===== src/rtl/core/dbk_pkg.sv =====
// Shared types and constants for the key debouncer core.
package dbk_pkg;

    localparam int          NUM_KEYS_DEF   = 4;
    localparam int          MASK_W         = 4;
    localparam int          CMD_W          = 3;
    localparam int          KEY_W          = 3;
    localparam int          TIME_W         = 32;
    localparam int          WINDOW_W       = 16;
    localparam logic [15:0] WINDOW_RST     = 16'd20;

    localparam logic [2:0]  CMD_EDGE        = 3'd0;
    localparam logic [2:0]  CMD_POLL        = 3'd1;
    localparam logic [2:0]  CMD_GET_PRESSED = 3'd2;
    localparam logic [2:0]  CMD_GET_STATE   = 3'd3;
    localparam logic [2:0]  CMD_RELEASE     = 3'd4;

    typedef struct packed {
        logic [CMD_W-1:0]  cmd;
        logic [KEY_W-1:0]  key_id;
        logic [TIME_W-1:0] now_time;
        logic [MASK_W-1:0] pin_levels;
    } key_in_t;

    typedef struct packed {
        logic              answer_bit;
        logic [MASK_W-1:0] state_mask;
        logic [MASK_W-1:0] pending_mask;
    } key_out_t;

    // per-lane strobes, already qualified by the accepted transaction
    typedef struct packed {
        logic edge_hit;
        logic poll;
        logic get_pressed;
        logic get_state;
        logic release_key;
    } lane_ctrl_t;

    // per-lane results after the transaction
    typedef struct packed {
        logic answer;
        logic stable;
        logic waiting;
    } lane_stat_t;

endpackage


===== src/rtl/core/dbk_lane.sv =====
// One key lane: edge timestamp, debounce check and key state.
module dbk_lane (
    input  logic                          aclk,
    input  logic                          aresetn,
    input  dbk_pkg::lane_ctrl_t           ctrl,
    input  logic [dbk_pkg::TIME_W-1:0]    now_time,
    input  logic                          pin_level,
    input  logic [dbk_pkg::WINDOW_W-1:0]  window,
    output dbk_pkg::lane_stat_t           stat
);

    logic                       stable_reg, stable_next;
    logic                       event_reg, event_next;
    logic                       waiting_reg, waiting_next;
    logic [dbk_pkg::TIME_W-1:0] edge_time_reg, edge_time_next;
    logic [dbk_pkg::TIME_W-1:0] elapsed;
    logic                       aged;
    logic                       answer;

    assign elapsed = now_time - edge_time_reg;
    assign aged    = elapsed >= {{(dbk_pkg::TIME_W-dbk_pkg::WINDOW_W){1'b0}}, window};

    always_comb begin
        stable_next    = stable_reg;
        event_next     = event_reg;
        waiting_next   = waiting_reg;
        edge_time_next = edge_time_reg;
        answer         = 1'b0;
        if (ctrl.edge_hit) begin
            waiting_next   = 1'b1;
            edge_time_next = now_time;
        end
        if (ctrl.poll && waiting_reg && aged) begin
            stable_next  = ~pin_level;
            event_next   = ~pin_level;
            waiting_next = 1'b0;
        end
        if (ctrl.get_pressed) begin
            answer     = event_reg;
            event_next = 1'b0;
        end
        if (ctrl.get_state) begin
            answer = stable_reg;
        end
        if (ctrl.release_key) begin
            stable_next = 1'b0;
        end
    end

    always_ff @(posedge aclk) begin
        if (!aresetn) begin
            stable_reg  <= 1'b0;
            event_reg   <= 1'b0;
            waiting_reg <= 1'b0;
        end else begin
            stable_reg  <= stable_next;
            event_reg   <= event_next;
            waiting_reg <= waiting_next;
        end
    end

    always_ff @(posedge aclk) begin
        if (!aresetn) begin
            edge_time_reg <= '0;
        end else begin
            edge_time_reg <= edge_time_next;
        end
    end

    assign stat.answer  = answer;
    assign stat.stable  = stable_next;
    assign stat.waiting = waiting_next;

endmodule


===== src/rtl/core/dbk_merge.sv =====
// Merge stage: combines lane results into the registered result transaction.
module dbk_merge #(
    parameter int NUM_KEYS = dbk_pkg::NUM_KEYS_DEF
) (
    input  logic                 aclk,
    input  logic                 aresetn,
    input  logic                 in_fire,
    input  dbk_pkg::lane_stat_t  stat [NUM_KEYS],
    output logic                 s_ready,
    output logic                 m_valid,
    input  logic                 m_ready,
    output dbk_pkg::key_out_t    m_data
);

    logic [NUM_KEYS-1:0]        answers;
    logic [dbk_pkg::MASK_W-1:0] state_mask;
    logic [dbk_pkg::MASK_W-1:0] pending_mask;
    logic                       m_valid_reg, m_valid_next;
    dbk_pkg::key_out_t          m_data_reg, m_data_next;

    genvar k;
    generate
        for (k = 0; k < NUM_KEYS; k++) begin : g_ans
            assign answers[k] = stat[k].answer;
        end
        for (k = 0; k < dbk_pkg::MASK_W; k++) begin : g_mask
            if (k < NUM_KEYS) begin : g_live
                assign state_mask[k]   = stat[k].stable;
                assign pending_mask[k] = stat[k].waiting;
            end else begin : g_none
                assign state_mask[k]   = 1'b0;
                assign pending_mask[k] = 1'b0;
            end
        end
    endgenerate

    assign s_ready = !m_valid_reg || m_ready;

    always_comb begin
        m_valid_next = m_valid_reg;
        m_data_next  = m_data_reg;
        if (in_fire) begin
            m_valid_next             = 1'b1;
            m_data_next.answer_bit   = |answers;
            m_data_next.state_mask   = state_mask;
            m_data_next.pending_mask = pending_mask;
        end else if (m_ready) begin
            m_valid_next = 1'b0;
        end
    end

    always_ff @(posedge aclk) begin
        if (!aresetn) begin
            m_valid_reg <= 1'b0;
        end else begin
            m_valid_reg <= m_valid_next;
        end
    end

    always_ff @(posedge aclk) begin
        m_data_reg <= m_data_next;
    end

    assign m_valid = m_valid_reg;
    assign m_data  = m_data_reg;

endmodule


===== src/rtl/core/edge_triggered_key_debouncer_core.sv =====
// Top level of the edge-triggered key debouncer core.
//
// Input channel s_valid/s_ready/s_data carries one command transaction:
// edge, poll, get pressed, get state or release. Each accepted transaction
// yields exactly one result transaction on m_valid/m_ready/m_data with the
// answer bit and the key state and pending masks after that command.
// Every key has its own lane that compares its aged timestamp against the
// debounce window; all lanes work in the same cycle and a merge stage
// registers the combined result.
// The result is registered and valid in the cycle after acceptance.
// The single output register allows one transaction per cycle if not stalled.
// When the receiver stalls, the held result blocks s_ready until it is taken,
// and a new transaction is accepted in the same cycle the old one leaves.
// cfg_wr_en/cfg_wr_data write the debounce window, which is registered.
// Reset (aresetn low, synchronous) clears all key state, drops m_valid and
// restores the window to 20 ticks.
module edge_triggered_key_debouncer_core #(
    parameter int NUM_KEYS = dbk_pkg::NUM_KEYS_DEF
) (
    input  logic                         aclk,
    input  logic                         aresetn,
    input  logic                         s_valid,
    output logic                         s_ready,
    input  dbk_pkg::key_in_t             s_data,
    output logic                         m_valid,
    input  logic                         m_ready,
    output dbk_pkg::key_out_t            m_data,
    input  logic                         cfg_wr_en,
    input  logic [dbk_pkg::WINDOW_W-1:0] cfg_wr_data
);

    logic [dbk_pkg::WINDOW_W-1:0] window_reg, window_next;
    logic                         in_fire;
    logic                         is_edge, is_poll, is_get_pressed, is_get_state, is_release;
    dbk_pkg::lane_stat_t          stat [NUM_KEYS];

    assign window_next = cfg_wr_en ? cfg_wr_data : window_reg;

    always_ff @(posedge aclk) begin
        if (!aresetn) begin
            window_reg <= dbk_pkg::WINDOW_RST;
        end else begin
            window_reg <= window_next;
        end
    end

    assign in_fire        = s_valid && s_ready;
    assign is_edge        = in_fire && (s_data.cmd == dbk_pkg::CMD_EDGE);
    assign is_poll        = in_fire && (s_data.cmd == dbk_pkg::CMD_POLL);
    assign is_get_pressed = in_fire && (s_data.cmd == dbk_pkg::CMD_GET_PRESSED);
    assign is_get_state   = in_fire && (s_data.cmd == dbk_pkg::CMD_GET_STATE);
    assign is_release     = in_fire && (s_data.cmd == dbk_pkg::CMD_RELEASE);

    genvar k;
    generate
        for (k = 0; k < NUM_KEYS; k++) begin : g_lane
            dbk_pkg::lane_ctrl_t ctrl;
            logic                sel;
            logic                pin;

            assign sel = (s_data.key_id == dbk_pkg::KEY_W'(k));

            if (k < dbk_pkg::MASK_W) begin : g_pin
                assign pin = s_data.pin_levels[k];
            end else begin : g_nopin
                assign pin = 1'b1;
            end

            assign ctrl.edge_hit    = is_edge && sel;
            assign ctrl.poll        = is_poll;
            assign ctrl.get_pressed = is_get_pressed && sel;
            assign ctrl.get_state   = is_get_state && sel;
            assign ctrl.release_key = is_release && sel;

            dbk_lane u_lane (
                .aclk      (aclk),
                .aresetn   (aresetn),
                .ctrl      (ctrl),
                .now_time  (s_data.now_time),
                .pin_level (pin),
                .window    (window_reg),
                .stat      (stat[k])
            );
        end
    endgenerate

    dbk_merge #(
        .NUM_KEYS (NUM_KEYS)
    ) u_merge (
        .aclk    (aclk),
        .aresetn (aresetn),
        .in_fire (in_fire),
        .stat    (stat),
        .s_ready (s_ready),
        .m_valid (m_valid),
        .m_ready (m_ready),
        .m_data  (m_data)
    );

endmodule


===== config.mk =====
export PLATFORM = sky130hd
export DESIGN_NAME = edge_triggered_key_debouncer_core
export DESIGN_NICKNAME = d
export VERILOG_FILES = /design/src/rtl/core/dbk_pkg.sv /design/src/rtl/core/dbk_lane.sv /design/src/rtl/core/dbk_merge.sv /design/src/rtl/core/edge_triggered_key_debouncer_core.sv
export SDC_FILE = /design/constraint.sdc
export NUM_CORES = 1
export LEC_CHECK = 0
export BUFFER_PORTS_ARGS = -buffer_cell sky130_fd_sc_hd__buf_4
export CAP_MARGIN = 40
export CORE_MARGIN = 2
export CORE_UTILIZATION = 35
export CTS_BUF_LIST = sky130_fd_sc_hd__clkbuf_8
export DETAILED_ROUTE_END_ITERATION = 8
export SETUP_SLACK_MARGIN = 0.05
export SLEW_MARGIN = 0
export SYNTH_ARGS = -nofsm -noshare
export SYNTH_HDL_FRONTEND = slang
export SYNTH_SLANG_ARGS = --single-unit

===== constraint.sdc =====
create_clock -name aclk -period 5.4 [get_ports aclk]
set_input_delay 1.08 -clock aclk [delete_from_list [all_inputs] [get_ports aclk]]
set_output_delay 1.08 -clock aclk [all_outputs]
set_load 0.005 [all_outputs]

==> results.yml <==
power:
  powerDensity_nw_per_um2: 184.3
  ir_worst_vdd_uv: 138.0
  leakagePower_nw: 6.802
  total_power_mw: 3.252
detailed_routing:
  dr.pass1.iters: 7
  via_per_inst: 5.353
  finalWirelength_um: 46170
  wl_per_cell_um: 16.65
  drc_errors: 1
  ant_nets: 0
  dr.first_iter.drc_count: 1038
  vias: 14850
grt:
  antenna_found_initial: 0
  grt_pass1_wl_um: 74150
  grt_pass1_vias: 14290
  gr-usage-all-layers: 0.1997
  grt_max_degree: 95
  grt_overflow: 0
clocking:
  cts_tree: "yes"
  hold_buffers: 0
  h-tree-depth: 4
  cts_sinks: 166
  cts.clk_slew.worst_paths_ns: 0.11
  clockRootBuffer: "clkbuf_8"
  cts_buffers: 17
  clk_latency_ns: 0.53
  cts_max_path_buffers: 2
critical_path:
  worst_setup_path_end_kind: "flop"
  max_stage_delay_ns: 0.49
  path_buf_inv: 4
  cp_slowest_cell: "o41a_2"
  cp.arrival_ns: 5.48
  worst_setup_path_start_kind: "primary input"
  cp_cell_sequence: "buf_4 > clkinvlp_4 > buf_4 > fa_1 > nor2b_1 > o31ai_1 > and2_1 > o41a_2 > xnor2_1 > ha_1 > a21o_1 > a21o_1 > a21oi_1 > o21ai_0 > a21oi_1 > nand4_1 > nor4_1 > nand4_1 > o311ai_2 > buf_4 > mux2i_1"
  path_max_fanout: 7
  critPathKind: "in -> reg"
  crit_path_frequent_cell: "buf_4"
  path_delay_family: "compound AO/OA/AOI/OAI gates"
  worstPathRequired_ns: 5.79
die:
  core-area_um2: 43930
  die_y_um: 214.3
  start_util: 0.3524
  die_width_um: 214.3
  die-area_um2: 45930
  rows: 77
  io_pins: 74
sta:
  min_period_over_period: 0.9424
  max_slew_margin: 0.4023
  worst_slack_ns: 0.3113
  slew_violations: 0
  hold_viol: 0
  worst_pin_slew_ns: 0.8966
  fmax_mhz: 196.5
  post-route-min-period_ns: 5.089
  skew_ns: 0.01907
  setup_tns_ns: 0
  setup_violations: 0
  rsz0062_at_grt: "false"
placed_design:
  numPortBuffers: 73
  place_ws_ns: -0.3488
  dp_hpwl_um: 36720
  placed_cells: 2740
  place_congestion: 0.9143
final_layout:
  largest_reg_flops: 128
  finalNonFillerCells: 2773
  diodes: 0
  utilization: 0.4017
  fillers: 4569
  layout_common_cells: "nand2_1, ha_1, buf_4"
  drive_gt1_frac: 0.1155
  fin_nets: 2423
  final_common_cell: "nand2_1"
  syn2layout_area_growth_pct: 13.99
job:
  drv_cap: 0
logic_synthesis:
  synth_flop_cell: "dfxtp_1"
  avgSynthCellArea_um2: 7.485
  synth_nets: 2323
  synth-async-reset-ratio: 0
  synthDistinctLibCells: 80
  yosysSeqAreaShare: 0.2205
  synth_area_um2: 15480
  synth_edf_count: 9
  netlist_instances: 2068
  ys_ff_latch: 166
  ys_warn_count: 0
run_status:
  violations: "DRC"
  outcome: "finished with violations"
min_path:
  min_path_type: "reg -> reg"
-- metal layers --
metal	routed length (um)	vias to the layer above	GRT usage
met4	880	0	0.05648
met5	0	-	0
met1	22260	7017	0.2675
met2	21340	291	0.3347
li1	-	7487	-
met3	1692	50	0.02766
-- path summary, 6_finish.rpt --
check / slack, ns / depth (start not counted) / end / start
worst max-delay path: 0.31 / 21 / u_merge.m_data[7] / s_data[5]
worst min-delay path: 0.47 / 2 / g_lane[2].u_lane.edge_time_reg[8] / g_lane[2].u_lane.edge_time_reg[8]
worst max register to register: 0.63 / 25 / g_lane[2].u_lane.stable_reg / g_lane[2].u_lane.edge_time_reg[1]
worst min register to register: 0.47 / 2 / g_lane[2].u_lane.edge_time_reg[8] / g_lane[2].u_lane.edge_time_reg[8]
-- power breakdown --
group | internal (mW) | switching [mW]
clock network | 0.430 | 0.584
registers | 1.25 | 0.00842
logic | 0.426 | 0.556
-- worst reg2reg max path, cell delays in order (launching register included) --
cell and delay [ns]:
dfxtp_1 0.39, inv_1 0.06, ha_1 0.26, nor2b_1 0.15, o31a_1 0.26, o21ai_2 0.13, nand2b_1 0.09, a21oi_1 0.15
o21bai_1 0.09, a21o_1 0.18, a21oi_1 0.16, xnor2_1 0.15, ha_1 0.27, nand4_1 0.09, nor2_1 0.05, and3_1 0.20
a221o_1 0.34, nor4_2 0.23, buf_4 0.14, o2111a_1 0.18, nand4_1 0.10, nor4_2 0.34, and4_1 0.27, or2_4 0.14
buf_4 0.11, mux2i_1 0.18
-- synth_stat cells, drive strengths merged, types with 9 or more instances --
cell     instances  area [um^2]
nand2          369         1385
ha             188         2352
inv            169        634.4
dfxtp          157         3143
a21oi          138        698.2
a21boi         132        991.0
nor2            89        334.1
clkbuf          85        320.3
o21ai           82        410.4
xnor2           60        525.5
a21o            59        442.9
nand3           43        220.2
mux2i           40        400.4
nor2b           35        219.0
nand4           34        212.7
xor2            34        305.3
o21a            31        232.7
nor3            30        155.1
nand2b          24        150.1
a31oi           17        106.4
o211ai          17        127.6
a211oi          15        112.6
and3            14        87.58
o21bai          14        105.1
or2             13        81.33
and2            10        62.56
o2111ai         10        87.58
or3             10        62.56
buf              9        52.55
edfxtp           9        270.3
nor4             9        62.56
o31a             9        78.83
o31ai            9        67.56
-- stage by stage --
stage	instance area (um^2)	hold slack (ns)
finish	17650	0.4680
CTS	17600	0.4719
global placement	17180	0.4513
detailed placement	17180	0.4576
floorplan	15480	0.4435
global route	17650	0.4885
-- area by class of cell --
type,instances,area [um^2],share of cell area
inverter,169,638.1,0.03616
clock buffer,17,234.0,0.01326
clock inverter,15,185.2,0.01049
timing repair buffer,175,1336,0.07573
tap,592,740.7,0.04198
multi-input combinational,1639,11100,0.6289
sequential,166,3413,0.1934
-- kinds of logic after synthesis --
logic type / after synthesis / share of synthesized area
AOI/OAI and AO/OA: 605 / 0.2663
xor gates and xnor gates: 94 / 0.05367
adders and majority gates: 192 / 0.1571
buffers and inverters: 263 / 0.06507
DFF: 166 / 0.2205
muxes: 42 / 0.02732
and+or+nand+nor: 706 / 0.2100
-- repair_timing --
action,in CTS,in global routing
setup endpoints to repair,0,13
gates resized for setup,0,15
setup buffers,0,1
(Power assumes the default switching activity.)
